`config.mk`:
```
export PLATFORM = sky130hd
export DESIGN_NAME = palette_video_serializer
export DESIGN_NICKNAME = d
export VERILOG_FILES = /design/src/pvs_pkg.sv /design/src/palette_video_serializer.sv /design/src/pvs_front.sv /design/src/pvs_queue.sv /design/src/pvs_back.sv
export SDC_FILE = /design/constraint.sdc
export NUM_CORES = 1
export LEC_CHECK = 0
export ABC_CLOCK_PERIOD_IN_PS = 7100
export BUFFER_PORTS_ARGS = -buffer_cell sky130_fd_sc_hd__buf_2
export CAP_MARGIN = 10
export CORE_MARGIN = 2
export CORE_UTILIZATION = 56
export CTS_CLUSTER_DIAMETER = 50
export DETAILED_ROUTE_END_ITERATION = 8
export MAX_ROUTING_LAYER = met4
export PLACE_DENSITY_LB_ADDON = 0.08
export SETUP_SLACK_MARGIN = 0.5
export SLEW_MARGIN = 20
export SYNTH_ARGS = -nofsm -noshare
export SYNTH_HDL_FRONTEND = slang
export SYNTH_SLANG_ARGS = --single-unit
export TNS_END_PERCENT = 5
```
`constraint.sdc`:
```
create_clock -name clock -period 7.1 [get_ports clock]
set_input_delay 1.065 -clock clock [delete_from_list [all_inputs] [get_ports clock]]
set_output_delay 1.065 -clock clock [all_outputs]
set_load 0.02 [all_outputs]
```
`src/pvs_pkg.sv`:
```
package pvs_pkg;

   // widths fixed by the item fields
   localparam int PEN_W        = 5;
   localparam int COLOUR_W     = 5;
   localparam int RGB_W        = 24;
   localparam int PIX_IDX_W    = 3;
   localparam int PEN_COUNT_DEF = 17;
   localparam int QUEUE_DEPTH_DEF = 4;

   localparam logic [PEN_W-1:0]     BORDER_PEN = 5'd16;
   localparam logic [PIX_IDX_W-1:0] LAST_PIXEL = 3'd7;

   // item kinds
   localparam logic [1:0] KIND_BUS_WRITE = 2'd0;
   localparam logic [1:0] KIND_VIDEO     = 2'd1;
   localparam logic [1:0] KIND_BORDER    = 2'd2;

   // bus write functions, data bits 7:6
   localparam logic [1:0] BUS_SELECT_PEN = 2'd0;
   localparam logic [1:0] BUS_SET_COLOUR = 2'd1;
   localparam logic [1:0] BUS_SET_MODE   = 2'd2;

   // video modes
   localparam logic [1:0] MODE_16_COLOUR = 2'd0;
   localparam logic [1:0] MODE_4_COLOUR  = 2'd1;
   localparam logic [1:0] MODE_2_COLOUR  = 2'd2;
   localparam logic [1:0] MODE_BORDER    = 2'd3;
   localparam logic [1:0] MODE_RESET     = MODE_4_COLOUR;

   typedef struct packed {
      logic [1:0] kind;
      logic [7:0] value;
   } req_payload_type;

   typedef struct packed {
      logic [RGB_W-1:0] pixel_rgb;
      logic             last;
   } rsp_payload_type;

   typedef enum logic {
      OP_PEN_WRITE,
      OP_PIXELS
   } cmd_op_type;

   // queued command: pen write or a run of eight pixels
   typedef struct packed {
      cmd_op_type       op;
      logic [1:0]       mode;
      logic [PEN_W-1:0] pen;
      logic [7:0]       data;
   } cmd_type;

   typedef struct packed {
      logic    push;
      cmd_type cmd;
   } push_type;

   typedef struct packed {
      logic    valid;
      cmd_type cmd;
   } head_type;

   // hardware colour to rgb, indices past the rom give black
   function automatic logic [RGB_W-1:0] colour_rom(input logic [COLOUR_W-1:0] hw);
      logic [RGB_W-1:0] rgb;
      case (hw)
         5'd0:    rgb = 24'h808080;
         5'd1:    rgb = 24'h808080;
         5'd2:    rgb = 24'h00FF80;
         5'd3:    rgb = 24'hFFFF80;
         5'd4:    rgb = 24'h000080;
         5'd5:    rgb = 24'hFF0080;
         5'd6:    rgb = 24'h008080;
         5'd7:    rgb = 24'hFF8080;
         5'd8:    rgb = 24'hFF0080;
         5'd9:    rgb = 24'hFFFF80;
         5'd10:   rgb = 24'hFFFF00;
         5'd11:   rgb = 24'hFFFFFF;
         5'd12:   rgb = 24'hFF0000;
         5'd13:   rgb = 24'hFF00FF;
         5'd14:   rgb = 24'hFF8000;
         5'd15:   rgb = 24'hFF80FF;
         5'd16:   rgb = 24'h000080;
         5'd17:   rgb = 24'h00FF80;
         5'd18:   rgb = 24'h00FF00;
         5'd19:   rgb = 24'h00FFFF;
         5'd20:   rgb = 24'h000000;
         5'd21:   rgb = 24'h0000FF;
         5'd22:   rgb = 24'h008000;
         5'd23:   rgb = 24'h0080FF;
         5'd24:   rgb = 24'h800080;
         5'd25:   rgb = 24'h8000FF;
         5'd26:   rgb = 24'h800000;
         default: rgb = 24'h000000;
      endcase
      return rgb;
   endfunction

   // power-on palette
   function automatic logic [COLOUR_W-1:0] power_on_colour(input logic [PEN_W-1:0] pen);
      logic [COLOUR_W-1:0] c;
      case (pen)
         5'd1:    c = 5'd24;
         5'd3:    c = 5'd12;
         5'd5:    c = 5'd26;
         5'd7:    c = 5'd18;
         5'd9:    c = 5'd6;
         5'd11:   c = 5'd14;
         5'd13:   c = 5'd10;
         5'd15:   c = 5'd22;
         default: c = 5'd20;
      endcase
      return c;
   endfunction

   // pen of pixel x of a video byte in the given mode
   function automatic logic [PEN_W-1:0] decode_pen(input logic [7:0] b,
                                                   input logic [1:0] mode,
                                                   input logic [PIX_IDX_W-1:0] x);
      logic [PEN_W-1:0] pen;
      logic [1:0]       p;
      p = x[2:1];
      case (mode)
         MODE_16_COLOUR: begin
            if (!x[2]) pen = {1'b0, b[1], b[3], b[5], b[7]};
            else       pen = {1'b0, b[0], b[2], b[4], b[6]};
         end
         MODE_4_COLOUR: pen = {3'b000, b[{1'b0, ~p}], b[{1'b1, ~p}]};
         MODE_2_COLOUR: pen = {4'b0000, b[~x]};
         default:       pen = BORDER_PEN;
      endcase
      return pen;
   endfunction

endpackage

```
`src/palette_video_serializer.sv`:
```
// palette video serializer
//
// req channel: one transaction per item (kind, value). bus writes select a pen,
// set its hardware colour or set the video mode; video bytes and border slots
// each produce eight 24-bit rgb pixels on the rsp channel, last set on the eighth.
// bus writes and unused kinds produce nothing.
//
// a front stage takes transactions, tracks pen select and mode and pushes
// commands into a four-entry queue; the back stage runs one pixel per cycle,
// while the output is not stalled, through the palette and colour rom into the
// output register. a command is registered in a queue entry and its pixels in
// the output register. video bytes and border slots share the single pixel lane
// of the back stage; a colour write occupies the back stage in place of a pixel,
// pen select and mode writes never reach it.
//
// reset: pen select 0, mode 1, power-on palette, queue and output empty.
// while rsp_stall is high the current pixel holds; the queue keeps taking
// transactions until full, then req_stall rises.
module palette_video_serializer
   import pvs_pkg::*;
#(
   parameter int PEN_COUNT   = PEN_COUNT_DEF,
   parameter int QUEUE_DEPTH = QUEUE_DEPTH_DEF
)(
   input  logic            clock,
   input  logic            reset,
   input  logic            req_valid,
   output logic            req_stall,
   input  req_payload_type req_data,
   output logic            rsp_valid,
   input  logic            rsp_stall,
   output rsp_payload_type rsp_data
);

   push_type push;
   head_type head;
   logic     queue_full;
   logic     pop;

   // classify and track pen select and mode
   pvs_front u_front (
      .clock      (clock),
      .reset      (reset),
      .req_valid  (req_valid),
      .req_stall  (req_stall),
      .req_data   (req_data),
      .queue_full (queue_full),
      .push       (push)
   );

   // command queue between the two stages
   pvs_queue #(
      .QUEUE_DEPTH (QUEUE_DEPTH)
   ) u_queue (
      .clock (clock),
      .reset (reset),
      .push  (push),
      .pop   (pop),
      .full  (queue_full),
      .head  (head)
   );

   // palette, pixel decode and output register
   pvs_back #(
      .PEN_COUNT (PEN_COUNT)
   ) u_back (
      .clock     (clock),
      .reset     (reset),
      .head      (head),
      .pop       (pop),
      .rsp_valid (rsp_valid),
      .rsp_stall (rsp_stall),
      .rsp_data  (rsp_data)
   );

endmodule

```
`src/pvs_front.sv`:
```
module pvs_front
   import pvs_pkg::*;
(
   input  logic            clock,
   input  logic            reset,
   input  logic            req_valid,
   output logic            req_stall,
   input  req_payload_type req_data,
   input  logic            queue_full,
   output push_type        push
);

   logic [PEN_W-1:0] selected_pen_ff, selected_pen_in;
   logic [1:0]       video_mode_ff, video_mode_in;
   logic             accept;

   assign req_stall = queue_full;
   assign accept    = req_valid && !queue_full;

   // classify the transaction, keep pen select and mode here
   always_comb begin
      selected_pen_in = selected_pen_ff;
      video_mode_in   = video_mode_ff;
      push.push       = 1'b0;
      push.cmd.op     = OP_PIXELS;
      push.cmd.mode   = video_mode_ff;
      push.cmd.pen    = selected_pen_ff;
      push.cmd.data   = req_data.value;
      if (accept) begin
         case (req_data.kind)
            KIND_BUS_WRITE: begin
               case (req_data.value[7:6])
                  BUS_SELECT_PEN: begin
                     selected_pen_in = req_data.value[4] ? BORDER_PEN
                                                         : {1'b0, req_data.value[3:0]};
                  end
                  BUS_SET_COLOUR: begin
                     push.push   = 1'b1;
                     push.cmd.op = OP_PEN_WRITE;
                  end
                  BUS_SET_MODE: video_mode_in = req_data.value[1:0];
                  default: ;
               endcase
            end
            KIND_VIDEO: push.push = 1'b1;
            KIND_BORDER: begin
               push.push     = 1'b1;
               push.cmd.mode = MODE_BORDER;
            end
            default: ;
         endcase
      end
   end

   always_ff @(posedge clock) begin
      if (reset) begin
         selected_pen_ff <= '0;
         video_mode_ff   <= MODE_RESET;
      end else begin
         selected_pen_ff <= selected_pen_in;
         video_mode_ff   <= video_mode_in;
      end
   end

endmodule

```
`src/pvs_queue.sv`:
```
module pvs_queue
   import pvs_pkg::*;
#(
   parameter int QUEUE_DEPTH = QUEUE_DEPTH_DEF
)(
   input  logic     clock,
   input  logic     reset,
   input  push_type push,
   input  logic     pop,
   output logic     full,
   output head_type head
);

   localparam int PTR_W = (QUEUE_DEPTH > 1) ? $clog2(QUEUE_DEPTH) : 1;
   localparam int CNT_W = $clog2(QUEUE_DEPTH + 1);
   localparam logic [PTR_W-1:0] PTR_LAST = PTR_W'(QUEUE_DEPTH - 1);
   localparam logic [CNT_W-1:0] CNT_FULL = CNT_W'(QUEUE_DEPTH);

   cmd_type          entry_ff [QUEUE_DEPTH];
   logic [PTR_W-1:0] wr_ptr_ff, wr_ptr_in;
   logic [PTR_W-1:0] rd_ptr_ff, rd_ptr_in;
   logic [CNT_W-1:0] count_ff, count_in;
   logic             do_push, do_pop;

   assign full       = (count_ff == CNT_FULL);
   assign head.valid = (count_ff != '0);
   assign head.cmd   = entry_ff[rd_ptr_ff];
   assign do_push    = push.push && !full;
   assign do_pop     = pop && head.valid;

   // pointer and fill count update
   always_comb begin
      wr_ptr_in = wr_ptr_ff;
      rd_ptr_in = rd_ptr_ff;
      count_in  = count_ff;
      if (do_push) wr_ptr_in = (wr_ptr_ff == PTR_LAST) ? '0 : wr_ptr_ff + 1'b1;
      if (do_pop)  rd_ptr_in = (rd_ptr_ff == PTR_LAST) ? '0 : rd_ptr_ff + 1'b1;
      if (do_push && !do_pop)      count_in = count_ff + 1'b1;
      else if (!do_push && do_pop) count_in = count_ff - 1'b1;
   end

   always_ff @(posedge clock) begin
      if (reset) begin
         wr_ptr_ff <= '0;
         rd_ptr_ff <= '0;
         count_ff  <= '0;
      end else begin
         wr_ptr_ff <= wr_ptr_in;
         rd_ptr_ff <= rd_ptr_in;
         count_ff  <= count_in;
      end
   end

   // entry storage
   always_ff @(posedge clock) begin
      if (do_push) entry_ff[wr_ptr_ff] <= push.cmd;
   end

endmodule

```
`src/pvs_back.sv`:
```
module pvs_back
   import pvs_pkg::*;
#(
   parameter int PEN_COUNT = PEN_COUNT_DEF
)(
   input  logic            clock,
   input  logic            reset,
   input  head_type        head,
   output logic            pop,
   output logic            rsp_valid,
   input  logic            rsp_stall,
   output rsp_payload_type rsp_data
);

   logic [COLOUR_W-1:0]  palette_ff [PEN_COUNT];
   logic [PIX_IDX_W-1:0] pixel_ff, pixel_in;
   logic                 rsp_valid_ff, rsp_valid_in;
   rsp_payload_type      rsp_data_ff, rsp_data_in;
   logic                 out_free;
   logic                 pen_we;
   logic [PEN_W-1:0]     pen_sel;

   assign rsp_valid = rsp_valid_ff;
   assign rsp_data  = rsp_data_ff;
   assign out_free  = !rsp_valid_ff || !rsp_stall;
   assign pen_sel   = decode_pen(head.cmd.data, head.cmd.mode, pixel_ff);

   // execute the command at the queue head
   always_comb begin
      pop          = 1'b0;
      pen_we       = 1'b0;
      pixel_in     = pixel_ff;
      rsp_valid_in = rsp_valid_ff;
      rsp_data_in  = rsp_data_ff;
      if (out_free) rsp_valid_in = 1'b0;
      if (head.valid) begin
         case (head.cmd.op)
            OP_PEN_WRITE: begin
               pop    = 1'b1;
               pen_we = 1'b1;
            end
            OP_PIXELS: begin
               if (out_free) begin
                  rsp_valid_in          = 1'b1;
                  rsp_data_in.pixel_rgb = colour_rom(palette_ff[pen_sel]);
                  rsp_data_in.last      = (pixel_ff == LAST_PIXEL);
                  pixel_in              = pixel_ff + 1'b1;
                  pop                   = (pixel_ff == LAST_PIXEL);
               end
            end
            default: ;
         endcase
      end
   end

   // output register and pixel counter
   always_ff @(posedge clock) begin
      if (reset) begin
         rsp_valid_ff <= 1'b0;
         pixel_ff     <= '0;
      end else begin
         rsp_valid_ff <= rsp_valid_in;
         pixel_ff     <= pixel_in;
      end
   end

   always_ff @(posedge clock) begin
      rsp_data_ff <= rsp_data_in;
   end

   // pen palette, power-on values at reset
   always_ff @(posedge clock) begin
      if (reset) begin
         for (int i = 0; i < PEN_COUNT; i++) begin
            palette_ff[i] <= power_on_colour(PEN_W'(i));
         end
      end else if (pen_we) begin
         palette_ff[head.cmd.pen] <= head.cmd.data[COLOUR_W-1:0];
      end
   end

endmodule

```
==> impl_metrics.ini, run 1 <==
[synth]
synth_seq_cells = 183
yosysTopAreaCellShare_pct = 55.3
synth-seq-area-share_pct = 59.9
ys_dominant_reg_cell = sky130_fd_sc_hd__edfxtp_1
synthTopCellsByArea = sky130_fd_sc_hd__edfxtp_1 55%, sky130_fd_sc_hd__mux2i_1 5.1%, sky130_fd_sc_hd__dfxtp_1 4.5%
post-synth-top-area-cell = sky130_fd_sc_hd__edfxtp_1
post_synth_most_frequent_cells = 163 x sky130_fd_sc_hd__edfxtp_1, 94 x sky130_fd_sc_hd__nor2_1, 79 x sky130_fd_sc_hd__nand2_1, 45 x sky130_fd_sc_hd__mux2i_1
postSynthNetCount = 725
synth_cell_types = 74
synthesis.instances = 699
synth_enable_flop_cells = 163
share_of_synthesized_registers_carrying_an_async_set_or_reset_pct = 0
synthMostInstantiatedCell = sky130_fd_sc_hd__edfxtp_1
syn-cell-area_um2 = 8840
syn_avg_cell_area_um2 = 12.7
yosys_warnings = 0

[worst_hold_path]
hp-class = reg -> reg
holdCritStartpoint = u_front.video_mode_ff[0]$_SDFFE_PP1P_

[timing]
timing.fmax_mhz = 209
rsz_0062_raised_after_global_routing = false
finalHoldViolations = 0
worst_clock_skew_ns = 0.0106
report.final.setup_viol = 0
timing.slew.headroom_pct = 34.0
maxSlewViolCount = 0
tns_ns = 0
finalCritPeriodShare_pct = 67.4
tightestPinTransition_ns = 0.982
post-route-min-period_ns = 4.78

[setup_path]
setup.worst_path.class = reg -> reg
cp_data_arrival_time_ns = 5.02
timing.critical_path.to = u_back.rsp_data[15]$_DFFE_PP_
r2r_end = u_back.rsp_data[15]$_DFFE_PP_
timing.reg2reg.setup_slack_ns = 2.32
crit_path_max_fanout = 23
crit_path_end_kind = register
worst_path_required_time_ns = 7.34
worst-r2r-cell-count = 12
startpoint_type = register

[drt]
vias = 5526
initial_drt_pass_iterations = 5
drt-vias-per-instance = 5.92
routed_wire_length_per_instance_um = 20.5
wl_um = 19100
drc = 0
drt_first_iter_violations = 538
route.antenna.remaining_nets = 0

[clock_tree]
ctsHtreeMaxLevel = 4
cts_made_buffers = 17
bufs_on_longest_clock_path = 2
worstSkewPairLatency_ns = 0.43
clkTransAtPathRegs_ns = 0.07
post_cts.repair.setup_buffers = 0
clockRootBuffer = sky130_fd_sc_hd__clkbuf_16
cts.hold.buffers_added = 0
cts_tree = built
cts_sinks = 183
post_cts.resized_instances = 0

[global_route]
first_global_vias = 5361
antenna_found_initial = 0
gr-total-overflow = 0
grt_first_pass_wirelength_um = 29700
grt_start_max_net_pins = 38
grt.total_usage_pct = 25.0

[floorplan]
total_die_area_um2 = 16800
starting_density_of_the_core_pct = 57.8
std_cell_rows = 45
std_cell_core_area_um2 = 15300
io-pin-count = 41
die_height_um = 130
horizontal_die_dimension_um = 130

[final_layout]
antenna-diode-count = 0
finish.net_count = 735
final_layout_size_suffix_gt1_share_pct = 19.1
area_delta_synth_final_pct = 9.22

[placement]
gp_congestion = 0.944
port_buffers = 40
dp.final_hpwl_um = 13400

[power]
power.leakage_uw = 0.00325
vdd_ir_drop_max_mv = 0.175
design_power_total_uw = 3190
powerDensity_nw_per_um2 = 330

[status]
result_of_the_run = finished clean

[run]
max-cap-violations = 0
layout by cell type (no fill, tap or decap), drive strengths merged, types with 5 or more instances in the layout:
cell type	n
o21ai	5
nand3	5
mux4	14
or3	5
o22ai	6
buf	44
a211oi	6
clkbuf	17
edfxtp	163
and3	6
or2	6
nand3b	8
a22oi	5
nor2	94
nor2b	9
inv	25
ha	11
dfxtp	20
nand2b	24
nor3	15
nand2	80
mux2	18
bufinv	5
mux2i	47
and2	10
a21oi	14
worst max-delay path: stages (launching register included):
cell	delay, ns
sky130_fd_sc_hd__dfxtp_2	0.73
sky130_fd_sc_hd__mux2_2	0.44
sky130_fd_sc_hd__mux2i_4	0.62
sky130_fd_sc_hd__inv_2	0.09
sky130_fd_sc_hd__o22ai_1	0.18
sky130_fd_sc_hd__nor4b_2	0.09
sky130_fd_sc_hd__a211oi_4	0.77
sky130_fd_sc_hd__buf_4	0.35
sky130_fd_sc_hd__mux4_2	0.53
sky130_fd_sc_hd__a22oi_2	0.15
sky130_fd_sc_hd__o211a_4	0.23
sky130_fd_sc_hd__nor2_1	0.09
sky130_fd_sc_hd__a211oi_1	0.29
where the power goes:
group / internal, uW / switching, uW
Sequential: 1250 / 56.3
Combinational: 302 / 551
Clock: 626 / 400
sequential cells by signal, summed over array words and instances (netlist names), named ones only:
signal and count:
u_back.palette_ff 92, u_back.pixel_ff 3, u_back.rsp_data 7, u_front.selected_pen_ff 5, u_front.video_mode_ff 2, u_queue.count_ff 3
u_queue.entry_ff 64, u_queue.rd_ptr_ff 2, u_queue.wr_ptr_ff 2
layout make-up:
| cell class | count | area, um2 |
|---|---|---|
| Fill cell | 1221 | 5650 |
| Clock inverter | 15 | 224 |
| Tap cell | 211 | 264 |
| Multi-Input combinational cell | 441 | 3140 |
| Sequential cell | 183 | 5300 |
| Timing Repair Buffer | 44 | 230 |
| Inverter | 22 | 82.6 |
| Clock buffer | 17 | 425 |
metal layers:
metal	GRT usage, %	vias to the layer above	share of wire [%]
met1	31.3	2688	42
met4	10.8	0	2.9
met5	-	-	0
li1	-	2555	-
met3	4.91	36	6.4
met2	40.0	247	49
stage by stage:
step                cells  hold WS (ns)  setup WS, ns  cell area, um2  utilization (%)
floorplan             699         0.437          3.63            8840                -
global placement      901         0.454          2.01            9010             58.8
detailed placement    901         0.454          1.96            9010             58.8
CTS                   933         0.468          1.92            9660             63.1
global route          933         0.503          2.02            9660             63.1
finish                933         0.468          2.32            9660             63.1
worst min path at each step:
| stage | cells past startpoint | endpoint | slack [ns] |
|---|---|---|---|
| 5_1_grt | 1 | u_front.video_mode_ff[0]$_SDFFE_PP1P_ | 0.50 |
| 2_1_floorplan | 1 | u_front.video_mode_ff[0]$_SDFFE_PP1P_ | 0.44 |
| 4_1_cts | 1 | u_front.video_mode_ff[0]$_SDFFE_PP1P_ | 0.47 |
| 3_5_place_dp | 1 | u_front.video_mode_ff[0]$_SDFFE_PP1P_ | 0.45 |
| 6_report | 1 | u_front.video_mode_ff[0]$_SDFFE_PP1P_ | 0.47 |
| 3_3_place_gp | 1 | u_front.video_mode_ff[0]$_SDFFE_PP1P_ | 0.45 |
logic make-up (layout without fill, tap and decap cells):
logic type      count (synthesis)  after routing  share of synthesized area [%]
xor+xnor                        4              4                          0.396
simple gates                  278            278                           15.2
buf+inv                        75             98                           4.82
fa+ha+maj                      12             12                           1.78
flops                         183            183                           59.9
mux                            79             79                           11.5
compound gates                 68             68                           6.41
Note: power is estimated with default switching activity, not from simulation.
==> inputs of run 2 (changes only) <==
--- a/config.mk
+++ b/config.mk
@@ -5,7 +5,7 @@
 export SDC_FILE = /design/constraint.sdc
 export NUM_CORES = 1
 export LEC_CHECK = 0
-export ABC_CLOCK_PERIOD_IN_PS = 7100
+export ABC_CLOCK_PERIOD_IN_PS = 5000
 export BUFFER_PORTS_ARGS = -buffer_cell sky130_fd_sc_hd__buf_2
 export CAP_MARGIN = 10
 export CORE_MARGIN = 2
==> constraint.sdc (replaced) <==
create_clock -name clock -period 5 [get_ports clock]
set_input_delay 0.75 -clock clock [delete_from_list [all_inputs] [get_ports clock]]
set_output_delay 0.75 -clock clock [all_outputs]
set_load 0.02 [all_outputs]
==> run 2 against run 1 <==
  * Cell count rose by 0.64%
  * Non-clock buffer count rose by 6
  * Largest cell class unchanged
  * Highest routed layer unchanged
  * Critical path depth rose by 1
  * Critical endpoint is now u_back.rsp_data[7]$_DFFE_PP_
  * Core utilization rose by 0.28 points
==> impl_metrics.ini, run 2 (same netlist as run 1, synthesis figures left out) <==
[floorplan]
std_cell_rows = 45
die_height_um = 130
io-pin-count = 41
horizontal_die_dimension_um = 130
total_die_area_um2 = 16800
std_cell_core_area_um2 = 15300
starting_density_of_the_core_pct = 57.8

[timing]
setup_slack_ns = 0.774
timing.slew.headroom_pct = 42.8
post-route-min-period_ns = 4.23
finalHoldViolations = 0
report.final.setup_viol = 0
maxSlewViolCount = 0
rsz_0062_raised_after_global_routing = false
tightestPinTransition_ns = 0.857
worst_clock_skew_ns = 0.00868
tns_ns = 0
timing.fmax_mhz = 237
finalCritPeriodShare_pct = 84.5

[placement]
placedCellCount = 907
gp_congestion = 0.849
port_buffers = 40
dp_slack_ns = 0.582
dp.final_hpwl_um = 13300
placedInstanceArea_um2 = 9070

[final_layout]
post_layout_nonfiller_instances = 939
final_cell_mix = 163 x sky130_fd_sc_hd__edfxtp_1, 94 x sky130_fd_sc_hd__nor2_1, 79 x sky130_fd_sc_hd__nand2_1, 45 x sky130_fd_sc_hd__mux2i_1, 40 x sky130_fd_sc_hd__buf_2
max_flop_register = u_back.palette_ff
final_layout_size_suffix_gt1_share_pct = 20.1
multi_input_area_um2 = 3150
final_core_utilization_pct = 63.4
area_delta_synth_final_pct = 9.70
area_of_all_placed_cells_without_fillers_um2 = 9700
antenna-diode-count = 0
finish.net_count = 741
final-seq-area_um2 = 5300
final_common_cell = sky130_fd_sc_hd__edfxtp_1
largest_register_ffs = 92
num-fill-cells = 1210

[setup_path]
worst_path_required_time_ns = 5.19
crit_path_end_kind = register
timing.reg2reg.setup_slack_ns = 0.77
cp_data_arrival_time_ns = 4.41
crit_path_max_fanout = 30
setup.worst_path.class = reg -> reg
startpoint_type = register

[global_route]
first_global_vias = 5306
gr-total-overflow = 0
grt.total_usage_pct = 24.7
antenna_found_initial = 0
grt_first_pass_wirelength_um = 29300
grt_start_max_net_pins = 38

[drt]
route.antenna.remaining_nets = 0
drt-vias-per-instance = 5.82
drc = 0
drt_first_iter_violations = 440
initial_drt_pass_iterations = 4
wl_um = 18700
routed_wire_length_per_instance_um = 19.9
vias = 5468

[status]
result_of_the_run = finished clean

[clock_tree]
worstSkewPairLatency_ns = 0.44
cts_sinks = 183
clockRootBuffer = sky130_fd_sc_hd__clkbuf_16
clkTransAtPathRegs_ns = 0.07
cts_tree = built
ctsHtreeMaxLevel = 4
cts_made_buffers = 17
post_cts.repair.setup_buffers = 0
bufs_on_longest_clock_path = 2

[power]
vdd_ir_drop_max_mv = 0.270
power.leakage_uw = 0.00329
powerDensity_nw_per_um2 = 462

[run]
max-cap-violations = 0

[worst_hold_path]
hp-class = reg -> reg
run 2: worst paths after layout:
kind / startpoint / to / cells after the start
max: register / u_back.rsp_data[7]$_DFFE_PP_ / 13
min: u_front.video_mode_ff[0]$_SDFFE_PP1P_ / u_front.video_mode_ff[0]$_SDFFE_PP1P_ / 1
max reg2reg: register / u_back.rsp_data[7]$_DFFE_PP_ / 13
min reg2reg: u_front.video_mode_ff[0]$_SDFFE_PP1P_ / u_front.video_mode_ff[0]$_SDFFE_PP1P_ / 1
run 2: what timing repair did:
action	4_1_cts	5_1_grt
resized for setup	0	4
hold buffers	0	0
setup endpoints to repair	0	6
run 2: cell type report:
cell class                      instances  share of cell area, %
Timing Repair Buffer                   50                   2.97
Sequential cell                       183                   54.6
Inverter                               22                  0.851
Clock inverter                         14                   1.93
Multi-Input combinational cell        441                   32.4
Tap cell                              211                   2.72
Clock buffer                           18                   4.53
run 2: per-layer routing:
layer	global-route usage, %	up-vias	wire [um]
li1	-	2559	-
met4	10.7	0	597
met3	4.95	37	1010
met1	30.7	2693	7790
met5	-	-	0
met2	39.7	179	9270
run 2: report_power, final:
part           internal (uW)  switching [uW]
Sequential              1780            68.1
Clock                    815             601
Combinational            438             777
run 2: metrics by stage:
stage | hold slack (ns) | total power (uW)
floorplan | 0.437 | 2890
global placement | 0.460 | 3060
detailed placement | 0.474 | 3090
CTS | 0.490 | 4490
global route | 0.525 | 4660
finish | 0.486 | 4480
run 2: critical path, cell delays in order (launching register included):
cell and delay [ns]:
sky130_fd_sc_hd__dfxtp_1 0.54, sky130_fd_sc_hd__buf_4 0.39, sky130_fd_sc_hd__mux4_2 0.60, sky130_fd_sc_hd__mux2i_1 0.15
sky130_fd_sc_hd__o211ai_1 0.17, sky130_fd_sc_hd__a211oi_4 0.24, sky130_fd_sc_hd__buf_4 0.38, sky130_fd_sc_hd__mux2_2 0.38
sky130_fd_sc_hd__o22ai_1 0.22, sky130_fd_sc_hd__nor4_1 0.10, sky130_fd_sc_hd__buf_4 0.17, sky130_fd_sc_hd__nor3_2 0.33
sky130_fd_sc_hd__mux2i_1 0.22, sky130_fd_sc_hd__nor2_1 0.07
